$ cat src/rtl/ddwc_pkg.sv
// ----------------------------------------------------------------------------
// Differential drive wheel command package
// Shared types, register indexes and command codes of the wheel command block.
// ----------------------------------------------------------------------------
`timescale 1ns / 1ps
`default_nettype none

package ddwc_pkg;

    // Depth of the queue between the classifier and the executor.
    localparam int QUEUE_DEPTH = 2;

    // Configuration register indexes.
    localparam logic [1:0] CFG_HALF_TRACK  = 2'd0;
    localparam logic [1:0] CFG_PCT_PER_MPS = 2'd1;
    localparam logic [1:0] CFG_TURN_SPEED  = 2'd2;
    localparam logic [1:0] CFG_MIN_NONZERO = 2'd3;

    // Manual command codes; any other value is a plain stop.
    localparam logic [7:0] CMD_FORWARD = 8'd1;
    localparam logic [7:0] CMD_LEFT    = 8'd2;
    localparam logic [7:0] CMD_RIGHT   = 8'd3;
    localparam logic [7:0] CMD_HOLD    = 8'd4;
    localparam logic [7:0] CMD_RELEASE = 8'd5;

    // Wheel direction codes.
    localparam logic [1:0] DIR_STOP = 2'd0;
    localparam logic [1:0] DIR_FWD  = 2'd1;
    localparam logic [1:0] DIR_REV  = 2'd2;

    // Configuration registers as seen by the executor.
    typedef struct packed {
        logic [15:0] half_track;
        logic [15:0] pct_per_mps;
        logic [6:0]  turn_speed;
        logic [5:0]  min_nonzero;
    } t_cfg;

    // One classified item waiting in the queue.
    typedef struct packed {
        logic               is_path;
        logic [7:0]         cmd;
        logic [7:0]         speed;
        logic               empty;
        logic               near_zero;
        logic signed [15:0] wq;   // angular rate in 1/20480 rad/s, clamped
        logic signed [31:0] vq;   // linear rate in 1/(4096*20480) m/s units
    } t_item;

    // Executor states.
    typedef enum logic [1:0] {
        S_EXEC,
        S_LEFT,
        S_RIGHT,
        S_EMIT
    } t_state;

endpackage

`default_nettype wire

$ cat src/rtl/ddwc_front.sv
// ----------------------------------------------------------------------------
// Wheel command front end
// Accepts input items and classifies them into queue entries.
// ----------------------------------------------------------------------------
`timescale 1ns / 1ps
`default_nettype none

module ddwc_front (
    input  wire logic               i_in_valid,
    output logic                    o_in_ready,
    input  wire logic               i_kind,
    input  wire logic [7:0]         i_manual_cmd,
    input  wire logic [7:0]         i_manual_speed,
    input  wire logic               i_path_empty,
    input  wire logic signed [15:0] i_lin_vel,
    input  wire logic signed [15:0] i_ang_vel,
    input  wire logic               i_q_full,
    output logic                    o_q_push,
    output ddwc_pkg::t_item         o_q_item
);

    logic [16:0]        kv17;
    logic [16:0]        kw17;
    logic [16:0]        abs_v;
    logic [16:0]        abs_w;
    logic signed [16:0] kw2;
    logic signed [19:0] wq5;
    logic signed [15:0] wq;
    logic signed [18:0] kv5;

    // Ready whenever the queue has room; a valid item then transfers.
    assign o_in_ready = !i_q_full;
    assign o_q_push   = i_in_valid && !i_q_full;

    // Magnitudes of both rates for the near-zero and small-turn tests.
    always_comb begin
        kv17  = {i_lin_vel[15], i_lin_vel};
        kw17  = {i_ang_vel[15], i_ang_vel};
        abs_v = kv17[16] ? (~kv17 + 17'd1) : kv17;
        abs_w = kw17[16] ? (~kw17 + 17'd1) : kw17;
    end

    // Small turn rates are doubled, then scaled by five and clamped to +-0.8.
    always_comb begin
        kw2 = (abs_w <= 17'd819) ? {i_ang_vel, 1'b0} : {i_ang_vel[15], i_ang_vel};
        wq5 = {{3{kw2[16]}}, kw2} + {kw2[16], kw2, 2'b00};
        if (wq5 > 20'sd16384) begin
            wq = 16'sd16384;
        end else if (wq5 < -20'sd16384) begin
            wq = -16'sd16384;
        end else begin
            wq = wq5[15:0];
        end
        kv5 = {{3{i_lin_vel[15]}}, i_lin_vel} + {i_lin_vel[15], i_lin_vel, 2'b00};
    end

    // Queue entry.
    always_comb begin
        o_q_item.is_path   = i_kind;
        o_q_item.cmd       = i_manual_cmd;
        o_q_item.speed     = i_manual_speed;
        o_q_item.empty     = i_path_empty;
        o_q_item.near_zero = (abs_v <= 17'd40) && (abs_w <= 17'd40);
        o_q_item.wq        = wq;
        o_q_item.vq        = {kv5[18], kv5, 12'b0};
    end

endmodule

`default_nettype wire

$ cat src/rtl/ddwc_queue.sv
// ----------------------------------------------------------------------------
// Wheel command item queue
// Small first-in first-out buffer between the front end and the executor.
// ----------------------------------------------------------------------------
`timescale 1ns / 1ps
`default_nettype none

module ddwc_queue #(
    parameter int DEPTH = ddwc_pkg::QUEUE_DEPTH
) (
    input  wire logic            i_clk,
    input  wire logic            i_rst_n,
    input  wire logic            i_push,
    input  wire ddwc_pkg::t_item i_item,
    output logic                 o_full,
    input  wire logic            i_pop,
    output logic                 o_not_empty,
    output ddwc_pkg::t_item      o_head
);

    localparam int PTR_W = (DEPTH > 1) ? $clog2(DEPTH) : 1;
    localparam int CNT_W = $clog2(DEPTH + 1);
    localparam logic [PTR_W-1:0] LAST = PTR_W'(DEPTH - 1);
    localparam logic [CNT_W-1:0] FULL = CNT_W'(DEPTH);

    ddwc_pkg::t_item  r_mem [DEPTH];
    logic [PTR_W-1:0] r_wptr;
    logic [PTR_W-1:0] r_rptr;
    logic [CNT_W-1:0] r_count;

    assign o_full      = (r_count == FULL);
    assign o_not_empty = (r_count != '0);
    assign o_head      = r_mem[r_rptr];

    // Entry storage.
    always_ff @(posedge i_clk) begin
        if (i_push) begin
            r_mem[r_wptr] <= i_item;
        end
    end

    // Pointers and fill count.
    always_ff @(posedge i_clk) begin
        if (!i_rst_n) begin
            r_wptr  <= '0;
            r_rptr  <= '0;
            r_count <= '0;
        end else begin
            if (i_push) begin
                r_wptr <= (r_wptr == LAST) ? '0 : r_wptr + PTR_W'(1);
            end
            if (i_pop) begin
                r_rptr <= (r_rptr == LAST) ? '0 : r_rptr + PTR_W'(1);
            end
            if (i_push && !i_pop) begin
                r_count <= r_count + CNT_W'(1);
            end else if (i_pop && !i_push) begin
                r_count <= r_count - CNT_W'(1);
            end
        end
    end

endmodule

`default_nettype wire

$ cat src/rtl/ddwc_back.sv
// ----------------------------------------------------------------------------
// Wheel command executor
// Runs queued items against the command state and drives the result register.
// ----------------------------------------------------------------------------
`timescale 1ns / 1ps
`default_nettype none

module ddwc_back (
    input  wire logic            i_clk,
    input  wire logic            i_rst_n,
    input  wire ddwc_pkg::t_cfg  i_cfg,
    input  wire logic            i_q_not_empty,
    input  wire ddwc_pkg::t_item i_q_head,
    output logic                 o_q_pop,
    output logic                 o_out_valid,
    input  wire logic            i_out_ready,
    output logic [1:0]           o_left_dir,
    output logic [7:0]           o_left_speed,
    output logic [1:0]           o_right_dir,
    output logic [7:0]           o_right_speed
);

    // Half a percent in wheel units of 1/(5*2^32) percent.
    localparam logic [47:0] DEADBAND = 48'h2_8000_0000;

    typedef struct packed {
        logic [1:0] dir;
        logic [7:0] spd;
    } t_wheel;

    // Encode a wheel value N/(5*2^32) percent into direction and speed.
    // The whole percent is floor(floor(|N|/2^32)/5); below 300 the divide
    // by five is a multiply by 205/1024, exact over that range.
    function automatic t_wheel encode_wheel(input logic [47:0] n, input logic [5:0] min_pct);
        logic [47:0] mag;
        logic [15:0] q;
        logic [16:0] t;
        logic [6:0]  whole;
        t_wheel      w;
        mag = n[47] ? (~n + 48'd1) : n;
        q   = mag[47:32];
        t   = {8'd0, q[8:0]} * 17'd205;
        if (q >= 16'd300) begin
            whole = 7'd60;
        end else begin
            whole = t[16:10];
        end
        if (whole < {1'b0, min_pct}) begin
            whole = {1'b0, min_pct};
        end
        if (whole > 7'd60) begin
            whole = 7'd60;
        end
        if (mag <= DEADBAND) begin
            w.dir = ddwc_pkg::DIR_STOP;
            w.spd = 8'd0;
        end else begin
            w.dir = n[47] ? ddwc_pkg::DIR_REV : ddwc_pkg::DIR_FWD;
            w.spd = {1'b0, whole};
        end
        return w;
    endfunction

    // Signed percent of an encoded wheel.
    function automatic logic [8:0] signed_pct(input t_wheel w);
        logic [8:0] s;
        case (w.dir)
            ddwc_pkg::DIR_FWD: s = {1'b0, w.spd};
            ddwc_pkg::DIR_REV: s = ~{1'b0, w.spd} + 9'd1;
            default:           s = 9'd0;
        endcase
        return s;
    endfunction

    ddwc_pkg::t_state   r_state, n_state;
    logic [8:0]         r_last_cmd, n_last_cmd;
    logic [8:0]         r_last_speed, n_last_speed;
    logic               r_hold, n_hold;
    logic signed [31:0] r_p, n_p;
    logic signed [31:0] r_vq, n_vq;
    logic [47:0]        r_nl, n_nl;
    logic [47:0]        r_nr, n_nr;
    t_wheel             r_lw, n_lw;
    logic               r_valid, n_valid;
    t_wheel             r_ow_l, n_ow_l;
    t_wheel             r_ow_r, n_ow_r;

    logic               out_free;
    logic signed [31:0] mul_a;
    logic signed [16:0] mul_b;
    logic signed [48:0] mul_p;
    t_wheel             enc_w;
    t_wheel             enc_r;
    logic [8:0]         pct_sum;
    logic [8:0]         pct_mean;
    logic               repeat_cmd;

    assign out_free = !r_valid || i_out_ready;

    // Shared multiplier: turn term first, then each wheel times the scale.
    always_comb begin
        case (r_state)
            ddwc_pkg::S_LEFT: begin
                mul_a = r_vq - r_p;
                mul_b = {1'b0, i_cfg.pct_per_mps};
            end
            ddwc_pkg::S_RIGHT: begin
                mul_a = r_vq + r_p;
                mul_b = {1'b0, i_cfg.pct_per_mps};
            end
            default: begin
                mul_a = {{16{i_q_head.wq[15]}}, i_q_head.wq};
                mul_b = {1'b0, i_cfg.half_track};
            end
        endcase
        mul_p = mul_a * mul_b;
    end

    // Wheel encoders and the mean of the two signed percents.
    always_comb begin
        enc_w    = encode_wheel(r_nl, i_cfg.min_nonzero);
        enc_r    = encode_wheel(r_nr, i_cfg.min_nonzero);
        pct_sum  = signed_pct(r_lw) + signed_pct(enc_r);
        pct_mean = (pct_sum + {8'd0, pct_sum[8]});
        pct_mean = {pct_mean[8], pct_mean[8:1]};
    end

    assign repeat_cmd = ({1'b0, i_q_head.cmd} == r_last_cmd) &&
                        ({1'b0, i_q_head.speed} == r_last_speed);

    // Next state, state updates and result register loads.
    always_comb begin
        n_state      = r_state;
        n_last_cmd   = r_last_cmd;
        n_last_speed = r_last_speed;
        n_hold       = r_hold;
        n_p          = r_p;
        n_vq         = r_vq;
        n_nl         = r_nl;
        n_nr         = r_nr;
        n_lw         = r_lw;
        n_valid      = r_valid && !i_out_ready;
        n_ow_l       = r_ow_l;
        n_ow_r       = r_ow_r;
        o_q_pop      = 1'b0;
        case (r_state)
            ddwc_pkg::S_EXEC: begin
                if (i_q_not_empty) begin
                    if (!i_q_head.is_path) begin
                        // Manual command; a repeat is dropped.
                        if (repeat_cmd) begin
                            o_q_pop = 1'b1;
                        end else if (out_free) begin
                            o_q_pop      = 1'b1;
                            n_valid      = 1'b1;
                            n_last_cmd   = {1'b0, i_q_head.cmd};
                            n_last_speed = 9'd0;
                            n_ow_l       = '{ddwc_pkg::DIR_STOP, 8'd0};
                            n_ow_r       = '{ddwc_pkg::DIR_STOP, 8'd0};
                            case (i_q_head.cmd)
                                ddwc_pkg::CMD_FORWARD: begin
                                    n_ow_l       = '{ddwc_pkg::DIR_FWD, i_q_head.speed};
                                    n_ow_r       = '{ddwc_pkg::DIR_FWD, i_q_head.speed};
                                    n_last_speed = {1'b0, i_q_head.speed};
                                end
                                ddwc_pkg::CMD_LEFT: begin
                                    n_ow_l = '{ddwc_pkg::DIR_REV, {1'b0, i_cfg.turn_speed}};
                                    n_ow_r = '{ddwc_pkg::DIR_FWD, {1'b0, i_cfg.turn_speed}};
                                end
                                ddwc_pkg::CMD_RIGHT: begin
                                    n_ow_l = '{ddwc_pkg::DIR_FWD, {1'b0, i_cfg.turn_speed}};
                                    n_ow_r = '{ddwc_pkg::DIR_REV, {1'b0, i_cfg.turn_speed}};
                                end
                                ddwc_pkg::CMD_HOLD: begin
                                    n_hold = 1'b1;
                                end
                                ddwc_pkg::CMD_RELEASE: begin
                                    n_hold = 1'b0;
                                end
                                default: begin
                                    n_hold = r_hold;
                                end
                            endcase
                        end
                    end else if (r_hold || i_q_head.empty) begin
                        // Path item blocked by hold or carrying no points.
                        o_q_pop = 1'b1;
                    end else if (i_q_head.near_zero) begin
                        if (out_free) begin
                            o_q_pop      = 1'b1;
                            n_valid      = 1'b1;
                            n_last_speed = 9'd0;
                            n_ow_l       = '{ddwc_pkg::DIR_STOP, 8'd0};
                            n_ow_r       = '{ddwc_pkg::DIR_STOP, 8'd0};
                        end
                    end else begin
                        // Start the wheel computation with the turn term.
                        o_q_pop = 1'b1;
                        n_p     = mul_p[31:0];
                        n_vq    = i_q_head.vq;
                        n_state = ddwc_pkg::S_LEFT;
                    end
                end
            end
            ddwc_pkg::S_LEFT: begin
                n_nl    = mul_p[47:0];
                n_state = ddwc_pkg::S_RIGHT;
            end
            ddwc_pkg::S_RIGHT: begin
                n_nr    = mul_p[47:0];
                n_lw    = enc_w;
                n_state = ddwc_pkg::S_EMIT;
            end
            ddwc_pkg::S_EMIT: begin
                if (out_free) begin
                    n_valid      = 1'b1;
                    n_ow_l       = r_lw;
                    n_ow_r       = enc_r;
                    n_last_speed = pct_mean;
                    n_state      = ddwc_pkg::S_EXEC;
                end
            end
            default: begin
                n_state = ddwc_pkg::S_EXEC;
            end
        endcase
    end

    // Control state.
    always_ff @(posedge i_clk) begin
        if (!i_rst_n) begin
            r_state      <= ddwc_pkg::S_EXEC;
            r_last_cmd   <= 9'd511;
            r_last_speed <= 9'd0;
            r_hold       <= 1'b0;
            r_valid      <= 1'b0;
        end else begin
            r_state      <= n_state;
            r_last_cmd   <= n_last_cmd;
            r_last_speed <= n_last_speed;
            r_hold       <= n_hold;
            r_valid      <= n_valid;
        end
    end

    // Datapath registers.
    always_ff @(posedge i_clk) begin
        r_p    <= n_p;
        r_vq   <= n_vq;
        r_nl   <= n_nl;
        r_nr   <= n_nr;
        r_lw   <= n_lw;
        r_ow_l <= n_ow_l;
        r_ow_r <= n_ow_r;
    end

    assign o_out_valid   = r_valid;
    assign o_left_dir    = r_ow_l.dir;
    assign o_left_speed  = r_ow_l.spd;
    assign o_right_dir   = r_ow_r.dir;
    assign o_right_speed = r_ow_r.spd;

endmodule

`default_nettype wire

$ cat src/rtl/diff_drive_wheel_command.sv
// ----------------------------------------------------------------------------
// Differential drive wheel command
// Turns manual commands and path velocity pairs into wheel direction and
// speed bytes for a two-wheel drive.
// ----------------------------------------------------------------------------
// Usage:
//   Input items transfer on i_in_valid and o_in_ready; each is a manual
//   command or a path pair of Q4.12 linear and angular rates. Items go into
//   a queue of QUEUE_DEPTH entries, so o_in_ready only drops when it is full.
//   Results transfer on o_out_valid and i_out_ready; an item gives one result
//   or none (repeated manual commands, held or empty path items give none).
//   A manual command or near-zero path item is handled in S_EXEC, which pops
//   it and loads its result into the output register. A moving path item
//   steps through S_EXEC, S_LEFT, S_RIGHT and S_EMIT, as the single shared
//   multiplier forms the turn term and then each wheel product in turn; its
//   result is loaded in S_EMIT; the next item waits in the queue until then.
//   When the receiver stalls the result stays in the output register, the
//   executor holds its next result and the queue takes items until full.
//   Reset empties the queue, clears hold and restores the register defaults.
//   Configuration writes on i_cfg_wen take effect on the next cycle.
// ----------------------------------------------------------------------------
`timescale 1ns / 1ps
`default_nettype none

module diff_drive_wheel_command #(
    parameter int QUEUE_DEPTH = ddwc_pkg::QUEUE_DEPTH
) (
    input  wire logic               i_clk,
    input  wire logic               i_rst_n,
    input  wire logic               i_cfg_wen,
    input  wire logic [1:0]         i_cfg_index,
    input  wire logic [15:0]        i_cfg_data,
    input  wire logic               i_in_valid,
    output logic                    o_in_ready,
    input  wire logic               i_kind,
    input  wire logic [7:0]         i_manual_cmd,
    input  wire logic [7:0]         i_manual_speed,
    input  wire logic               i_path_empty,
    input  wire logic signed [15:0] i_lin_vel,
    input  wire logic signed [15:0] i_ang_vel,
    output logic                    o_out_valid,
    input  wire logic               i_out_ready,
    output logic [1:0]              o_left_dir,
    output logic [7:0]              o_left_speed,
    output logic [1:0]              o_right_dir,
    output logic [7:0]              o_right_speed
);

    ddwc_pkg::t_cfg  r_cfg;
    ddwc_pkg::t_item q_in;
    ddwc_pkg::t_item q_head;
    logic            q_push;
    logic            q_full;
    logic            q_pop;
    logic            q_not_empty;

    // Configuration registers.
    always_ff @(posedge i_clk) begin
        if (!i_rst_n) begin
            r_cfg.half_track  <= 16'd410;
            r_cfg.pct_per_mps <= 16'd51200;
            r_cfg.turn_speed  <= 7'd30;
            r_cfg.min_nonzero <= 6'd10;
        end else if (i_cfg_wen) begin
            case (i_cfg_index)
                ddwc_pkg::CFG_HALF_TRACK:  r_cfg.half_track  <= i_cfg_data;
                ddwc_pkg::CFG_PCT_PER_MPS: r_cfg.pct_per_mps <= i_cfg_data;
                ddwc_pkg::CFG_TURN_SPEED:  r_cfg.turn_speed  <= i_cfg_data[6:0];
                ddwc_pkg::CFG_MIN_NONZERO: r_cfg.min_nonzero <= i_cfg_data[5:0];
                default:                   r_cfg.half_track  <= r_cfg.half_track;
            endcase
        end
    end

    // Front end: accepts and classifies items.
    ddwc_front u_front (
        .i_in_valid     (i_in_valid),
        .o_in_ready     (o_in_ready),
        .i_kind         (i_kind),
        .i_manual_cmd   (i_manual_cmd),
        .i_manual_speed (i_manual_speed),
        .i_path_empty   (i_path_empty),
        .i_lin_vel      (i_lin_vel),
        .i_ang_vel      (i_ang_vel),
        .i_q_full       (q_full),
        .o_q_push       (q_push),
        .o_q_item       (q_in)
    );

    // Queue between front end and executor.
    ddwc_queue #(
        .DEPTH (QUEUE_DEPTH)
    ) u_queue (
        .i_clk       (i_clk),
        .i_rst_n     (i_rst_n),
        .i_push      (q_push),
        .i_item      (q_in),
        .o_full      (q_full),
        .i_pop       (q_pop),
        .o_not_empty (q_not_empty),
        .o_head      (q_head)
    );

    // Executor with the command state and the result register.
    ddwc_back u_back (
        .i_clk         (i_clk),
        .i_rst_n       (i_rst_n),
        .i_cfg         (r_cfg),
        .i_q_not_empty (q_not_empty),
        .i_q_head      (q_head),
        .o_q_pop       (q_pop),
        .o_out_valid   (o_out_valid),
        .i_out_ready   (i_out_ready),
        .o_left_dir    (o_left_dir),
        .o_left_speed  (o_left_speed),
        .o_right_dir   (o_right_dir),
        .o_right_speed (o_right_speed)
    );

endmodule

`default_nettype wire

$ cat config.mk
export PLATFORM = sky130hd
export DESIGN_NAME = diff_drive_wheel_command
export DESIGN_NICKNAME = d
export VERILOG_FILES = /design/src/rtl/ddwc_pkg.sv /design/src/rtl/ddwc_front.sv /design/src/rtl/ddwc_queue.sv /design/src/rtl/ddwc_back.sv /design/src/rtl/diff_drive_wheel_command.sv
export SDC_FILE = /design/constraint.sdc
export NUM_CORES = 2
export LEC_CHECK = 0
export BUFFER_PORTS_ARGS = -buffer_cell sky130_fd_sc_hd__buf_2
export CAP_MARGIN = 20
export CORE_MARGIN = 5
export CORE_UTILIZATION = 67
export CTS_BUF_LIST = sky130_fd_sc_hd__clkbuf_8
export DETAILED_ROUTE_END_ITERATION = 10
export PLACE_DENSITY = 0.95
export RECOVER_POWER = 25
export REMOVE_ABC_BUFFERS = 1
export SYNTH_ARGS = -nofsm -noshare
export SYNTH_HDL_FRONTEND = slang
export SYNTH_HIERARCHICAL = 1
export SYNTH_SLANG_ARGS = --single-unit
export TNS_END_PERCENT = 20
$ cat constraint.sdc
create_clock -name i_clk -period 14.1 [get_ports i_clk]
set_input_delay 1.41 -clock i_clk [delete_from_list [all_inputs] [get_ports i_clk]]
set_output_delay 1.41 -clock i_clk [all_outputs]
set_load 0.05 [all_outputs]
Word level (Yosys, flattened, before mapping). Memories as Yosys holds them, arrays and structs flattened. A register that Yosys moved wholly into a read port is not among the register bits. Index checks and enable logic that the tools add are counted.

Memories kept: 1. Bits in registers: 261. Output and inout bits: 22. Word-level logic and storage cells: 200. Input bits: 73. RAM bits: 110.

Equal/unequal tests: 27. Add/sub/neg operators: 16. Bitwise gates (word level): 10. Order comparisons: 13. Multiply operators: 3. Reductions and logical operators: 30. Multiplexer cells: 76.

Memory list: u_queue.r_mem (words 2, width 55, rd ports 1, clocked after Yosys merged registers in 1, wr ports 1, RTL line ddwc_queue.sv:26) `ddwc_pkg::t_item r_mem [DEPTH];`.

Operators with widths (number): $mux 10 (14); $add 48x1->48 const B (2); $le 48x34->1 const B (2); $mux 48 (2); $not 48->48 (2); $mux 9 (8); $mux 16 (4); $pmux 32 s2 (1); $pmux 10 s3 (2); $pmux 9 s2 (3); $mul 32x17->48 (1); $mux 7 (6); $pmux 10 s2 (2); $add 17x1->17 const B (2); $le 17x6->1 const B (2); $mul 9x8->17 const B (2); $mux 17 (2); $not 17->17 (2); $add 32x32->32 (1); $ge 16x9->1 const B (2); $sub 32x32->32 (1); $add 17x19->20 (1); $gt 20x16->1 const B (1); $lt 20x15->1 const B (1); other kinds (37) (109).

Logic depth before layout (Yosys ltp).
Word-level depth: 17. Mapped depth: 58. Gate-level depth less buffers: 56.

Cells and area by module. Netlist, hierarchy kept.

Modules (own cells, without submodules): ddwc_back (cells an instance 3733, sequential area each 6085.8 µm², area an instance 34249.1 µm², instances 1); ddwc_queue (cells an instance 230, sequential area each 4124.0 µm², area an instance 5168.7 µm², instances 1); ddwc_front (cells an instance 390, sequential area each 0.0 µm², area an instance 2697.6 µm², instances 1); diff_drive_wheel_command (cells an instance 179, sequential area each 900.9 µm², area an instance 1823.0 µm², instances 1).

Worst setup path after synthesis. OpenSTA, ideal clock, no wires.

Path type: reg2reg. Start: register u_back.r_state[0]. End: register u_back.r_nl[45] (data pin). Setup time: 0.269 ns. Stages on the path, launching flop included: 41. Data arrival time: 11.103 ns. Path slack: 2.728 ns. Period minus slack after synthesis: 11.372 ns. Path through: dfxtp_1 inv_1 ha_1 clkbuf_1 buf_1 nor2_1 xor2_1 ha_1 a21oi_1 o21ai_0 or2_2 a211o_1 a21o_1 o311ai_0 a21oi_1 nor2_1 a21oi_1 a21oi_1 (+5 left out) fa_1 inv_1 fa_1 fa_1 fa_1 inv_1 fa_1 ha_1 nor2b_1 o21ai_0 nand2b_1 a21oi_1 nor2b_1 o21ai_0 nand2b_1 a21oi_1 o21ai_0 xor2_1.

Cells in the longest elaborated chain, start to end: 4.

Ends and longest elaborated chain: from (decl) (RTL line ddwc_back.sv:75) `ddwc_pkg::t_state r_state, n_state;`; from (signal assigned) (RTL line ddwc_back.sv:232) `r_state <= ddwc_pkg::S_EXEC;`; from (signal assigned) (RTL line ddwc_back.sv:238) `r_state <= n_state;`; $eq 2x1->1 or $eq 2x2->1 (tied branches) (RTL line ddwc_back.sv:102) `case (r_state)`; $reduce_or 2->1 (no source line); $mux 16 (RTL line ddwc_back.sv:102); $mul 32x17->48 (*) (RTL line ddwc_back.sv:116) `mul_p = mul_a * mul_b;`; net u_back.mul_p[45] (RTL line ddwc_back.sv:91) `logic signed [48:0] mul_p;`; to (signal assigned) (RTL line ddwc_back.sv:250) `r_nl <= n_nl;`; to (decl) (RTL line ddwc_back.sv:81) `logic [47:0] r_nl, n_nl;`.

Mark *: on every way through the listed nets, which the timed path passes. The rest lies on a longest branch. A chain may end at the register's enable or synchronous reset.

Final worst setup path.
Start: register u_back.r_nr[22]. End: register u_back.r_last_speed[6].

Cells in the longest elaborated chain, start to end: 17.

Ends and longest elaborated chain: from (decl) (RTL line ddwc_back.sv:82) `logic [47:0] r_nr, n_nr;`; from (signal assigned) (RTL line ddwc_back.sv:251) `r_nr <= n_nr;`; $not 48->48 (RTL line ddwc_back.sv:40) `mag = n[47] ? (~n + 48'd1) : n;`; $add 48x1->48 (RTL line ddwc_back.sv:40); $mux 48 (*) (RTL line ddwc_back.sv:40); $mul 9x8->17 or $ge 16x9->1 (tied branches) (RTL line ddwc_back.sv:42, ddwc_back.sv:43); $mux 7 (RTL line ddwc_back.sv:43) `if (q >= 16'd300) begin`; $lt 7x6->1 (RTL line ddwc_back.sv:48) `if (whole < {1'b0, min_pct}) begin`; $mux 7 (RTL line ddwc_back.sv:48); $gt 7x6->1 (RTL line ddwc_back.sv:51) `if (whole > 7'd60) begin`; $mux 7 (RTL line ddwc_back.sv:51); $mux 10 (*) (RTL line ddwc_back.sv:54) `if (mag <= DEADBAND) begin`; $not 8->9 (RTL line ddwc_back.sv:69) `ddwc_pkg::DIR_REV: s = ~{1'b0, w.spd} + 9'd1;`; $add 9x1->9 (RTL line ddwc_back.sv:69); $pmux 9 s2 (*) (RTL line ddwc_back.sv:67) `case (w.dir)`; $add 9x9->9 (*) (RTL line ddwc_back.sv:123) `pct_sum = signed_pct(r_lw) + signed_pct(enc_r);`; $add 9x1->9 (*) (RTL line ddwc_back.sv:124) `pct_mean = (pct_sum + {8'd0, pct_sum[8]});`; $mux 9 (*) (RTL line ddwc_back.sv:215) `if (out_free) begin`; $pmux 9 s2 (*) (RTL line ddwc_back.sv:146) `case (r_state)`; to (signal assigned) (RTL line ddwc_back.sv:240) `r_last_speed <= n_last_speed;`; to (decl) (RTL line ddwc_back.sv:77) `logic [8:0] r_last_speed, n_last_speed;`.

Mark *: on every way between the ends. The rest lies on a longest branch, timed or not. The select of a mux whose other input is x is not followed.

==> key figures <==
Timing
  – Final count of pins violating max slew: 207
  – Setup Skew: 0.0758 ns
  – Fin Setup TNS: 0 ns
  – Minimum clock period: 12.82 ns
  – Fmax: 78.0 MHz
  – Final setup fails: 0
  – Slew Limit Headroom: -161%
  – Unrepaired setup endpoints after global routing: false
  – Hold violation count in the final report: 0
  – Worst-Margin Slew: about 3.9 ns
  – Fin crit share: just over 90%
  – Final hold slack: about 0.46 ns

Critical path
  – CP max-delay cell: or4_1
  – Crit-path max cell delay: 0.74 ns
  – Startpoint Class: flip-flop
  – Crit path DAT: 13.37 ns
  – R2R cell count: 50
  – Critical Path End Type: flip-flop
  – Worst-path fanout max: 10
  – WS Path Type: flip-flop to flip-flop
  – Required time of the critical path: about 15 ns

Die
  – Initial Utilization: about 68%
  – Top-Level Pins: 95
  – Site Rows: 93
  – Overall die area: between 70000 and 80000 um^2
  – Core area: 64700 um^2
  – Die Span Y: 266 um
  – Die width: 266 um

Synth
  – Synth Register Bits: 394
  – Cell Area, Synth: between 40000 and 50000 um^2
  – Unique cell type count in the Yosys netlist: 110
  – Number of enable flip-flop cells after synthesis: 322
  – Synth Instances: 4532
  – Top FF cell, synth: edfxtp_1
  – Async SR Flop Fraction: 0%
  – Sequential area share after synthesis: between 20% and 30%
  – Mean Syn Cell Area: 9.70 um^2
  – Synth warnings: 6

Drt
  – Wl on met1: roughly 42000 um
  – # DRC: 156
  – DR vias/cell: between 6 and 7
  – DR WL/cell: 24.2 um
  – Metal3 WL: just over 20000 um
  – Highest Signal Layer: met5
  – Vias after detailed routing: between 30k and 40k
  – 1st-iter DRT viols: approximately 5.7k
  – Post-DRT Antenna Nets: 0
  – WL met2: 58200 um
  – Post-Route WL: 132000 um
  – Pre-antenna DRT Iters: 11

Clock tree
  – Clock buffer count from CTS: 69
  – CTS tree: yes
  – Worst-Skew Late Latency: around 0.72 ns
  – Worst-path clk slew: 0.07 ns
  – Root Driver: clkbuf_8
  – CTS Sinks: 394
  – PostCTS Resize Cnt: 0
  – Post-CTS Setup Inserts: 0
  – Longest Clk Path Bufs: 3
  – H-tree levels: 3
  – # hold bufs at CTS: 0

Layout
  – Most common cell after layout, fill and taps aside: inv_1
  – Layout area overhead: 5.29%
  – Finished Core Util: 71.5%
  – # nets final: 5442
  – Fillers: 3963
  – Most frequent cells in the layout: 716 x inv_1, 515 x fa_1, 480 x nand2_1
  – Share of layout cells above drive strength 1: a little over 8%
  – Final Cell Area: 46300 um^2

GRT
  – GRT Resource Usage Total: 36.4%
  – Antenna violations before repair: 8
  – Vias in the first global route: 38.8k
  – Global-route wire length before repair: 204000 um
  – Total gr overflow: 0
  – Largest net degree at the start of global routing: 93

Run
  – Max_cap viols: 4

Placed design
  – GP Congestion: 0.972
  – Placed Area: 44900 um^2
  – Port bufs: 94
  – DPL Wire Length: 93400 um

Worst hold path
  – HP Class: flip-flop to flip-flop
  – Hold depth: 2

Status
  – Violated checks: DRC, capacitance limit, slew limit
  – Outcome: complete, but fails checks
[synth_stat cells (all sizes together) (10+ instances only)]
cell	count	area share, %
inv	705	6.0
or4	20	0.38
nor3	83	1.0
a22oi	18	0.31
ha	307	8.7
or3	48	0.69
mux2i	76	1.7
nand2	481	4.1
o211ai	15	0.30
a21o	58	0.99
buf	74	1.2
and3	18	0.26
o31ai	16	0.27
nor4	40	0.67
o41ai	16	0.34
nor3b	12	0.24
o21ai	113	1.3
dfxtp	72	3.3
o21bai	17	0.29
nand2b	47	0.67
a21oi	161	1.8
nor2	329	2.8
nand4	27	0.40
a32oi	11	0.25
nand3	57	0.66
nor2b	75	1.1
a211oi	24	0.42
or2	17	0.24
mux2	103	2.9
o21a	33	0.56
fa	515	23
edfxtp	322	22
o22ai	23	0.34
xnor2	130	2.6
and2	20	0.28
nand4b	10	0.20
xor2	95	1.9
clkbuf	130	1.1
a31oi	49	0.70
[kinds of logic (layout without fill, tap and decap cells)]
kind of cell               after synthesis  in the layout  share of synthesized area (%)
and+or+nand+nor                       1322           1322                           14.6
xor gates and xnor gates               225            225                           4.49
buffers and inverters                  911            965                           8.33
DFF                                    394            394                           25.3
other                                    2             19                         0.0171
AOI/OAI and AO/OA                      677            677                           10.5
adders and majority gates              822            822                           32.2
muxes                                  179            179                           4.63
[area by class of cell]
| cell class | count | area [um^2] | area share [%] |
|---|---|---|---|
| Clock inverter | 45 | 387 | 0.836 |
| Sequential cell | 394 | 11100 | 24.0 |
| Tap cell | 855 | 1070 | 2.31 |
| Antenna cell | 6 | 15.0 | 0.0325 |
| Timing Repair Buffer | 137 | 768 | 1.66 |
| Inverter | 707 | 2650 | 5.74 |
| Multi-Input combinational cell | 3238 | 29200 | 63.1 |
| Clock buffer | 76 | 1050 | 2.26 |
[final timing paths]
check | start | endpoint | slack [ns]
min reg2reg | r_cfg[23] | r_cfg[23] | 0.46
max | u_back/r_nr[22] | u_back/r_last_speed[6] | 1.28
max reg2reg | u_back/r_nr[22] | u_back/r_last_speed[6] | 1.28
min | r_cfg[23] | r_cfg[23] | 0.46
[state kept, by name, summed over array words and instances, names as in the netlist, 2 cells and up, named ones only]
signal	flops
u_back/r_state	2
u_back/r_last_cmd	9
u_queue/r_count	2
u_queue/r_mem	134
u_back/r_nr	48
u_back/o_left_speed	8
r_cfg	45
u_back/o_right_dir	2
u_back/r_lw	9
u_back/r_nl	48
u_back/r_last_speed	9
u_back/o_left_dir	2
u_back/r_p	32
u_back/o_right_speed	7
u_back/r_vq	32
[worst max-delay path, delay by kind of cell (launching register included)]
kind | cells | cell delay (ns)
compound gates | 19 | 3.74
xor+xnor | 3 | 0.83
fa+ha+maj | 8 | 3.29
buf+inv | 3 | 0.19
flops | 1 | 0.42
mux | 1 | 0.14
simple gates | 16 | 4.10
[per-stage QoR]
| stage | std cells | setup WS [ns] |
|---|---|---|
| 4_1_cts | 5448 | 1.48 |
| 5_1_grt | 5454 | 0.199 |
| 2_1_floorplan | 4339 | 2.74 |
| 3_3_place_gp | 5327 | 1.64 |
| 3_5_place_dp | 5327 | 1.46 |
| 6_report | 5458 | 1.28 |
[metal layers]
layer / track usage (%) / vias to the layer above
li1: - / 15200
met1: 41.2 / 17200
met2: 56.9 / 3433
met3: 14.8 / 1145
met4: 24.4 / 4
met5: 0 / -
Power is left out: the tool's default activity adds up to more than one toggle a clock period on the data nets, which glitch-free logic cannot reach.
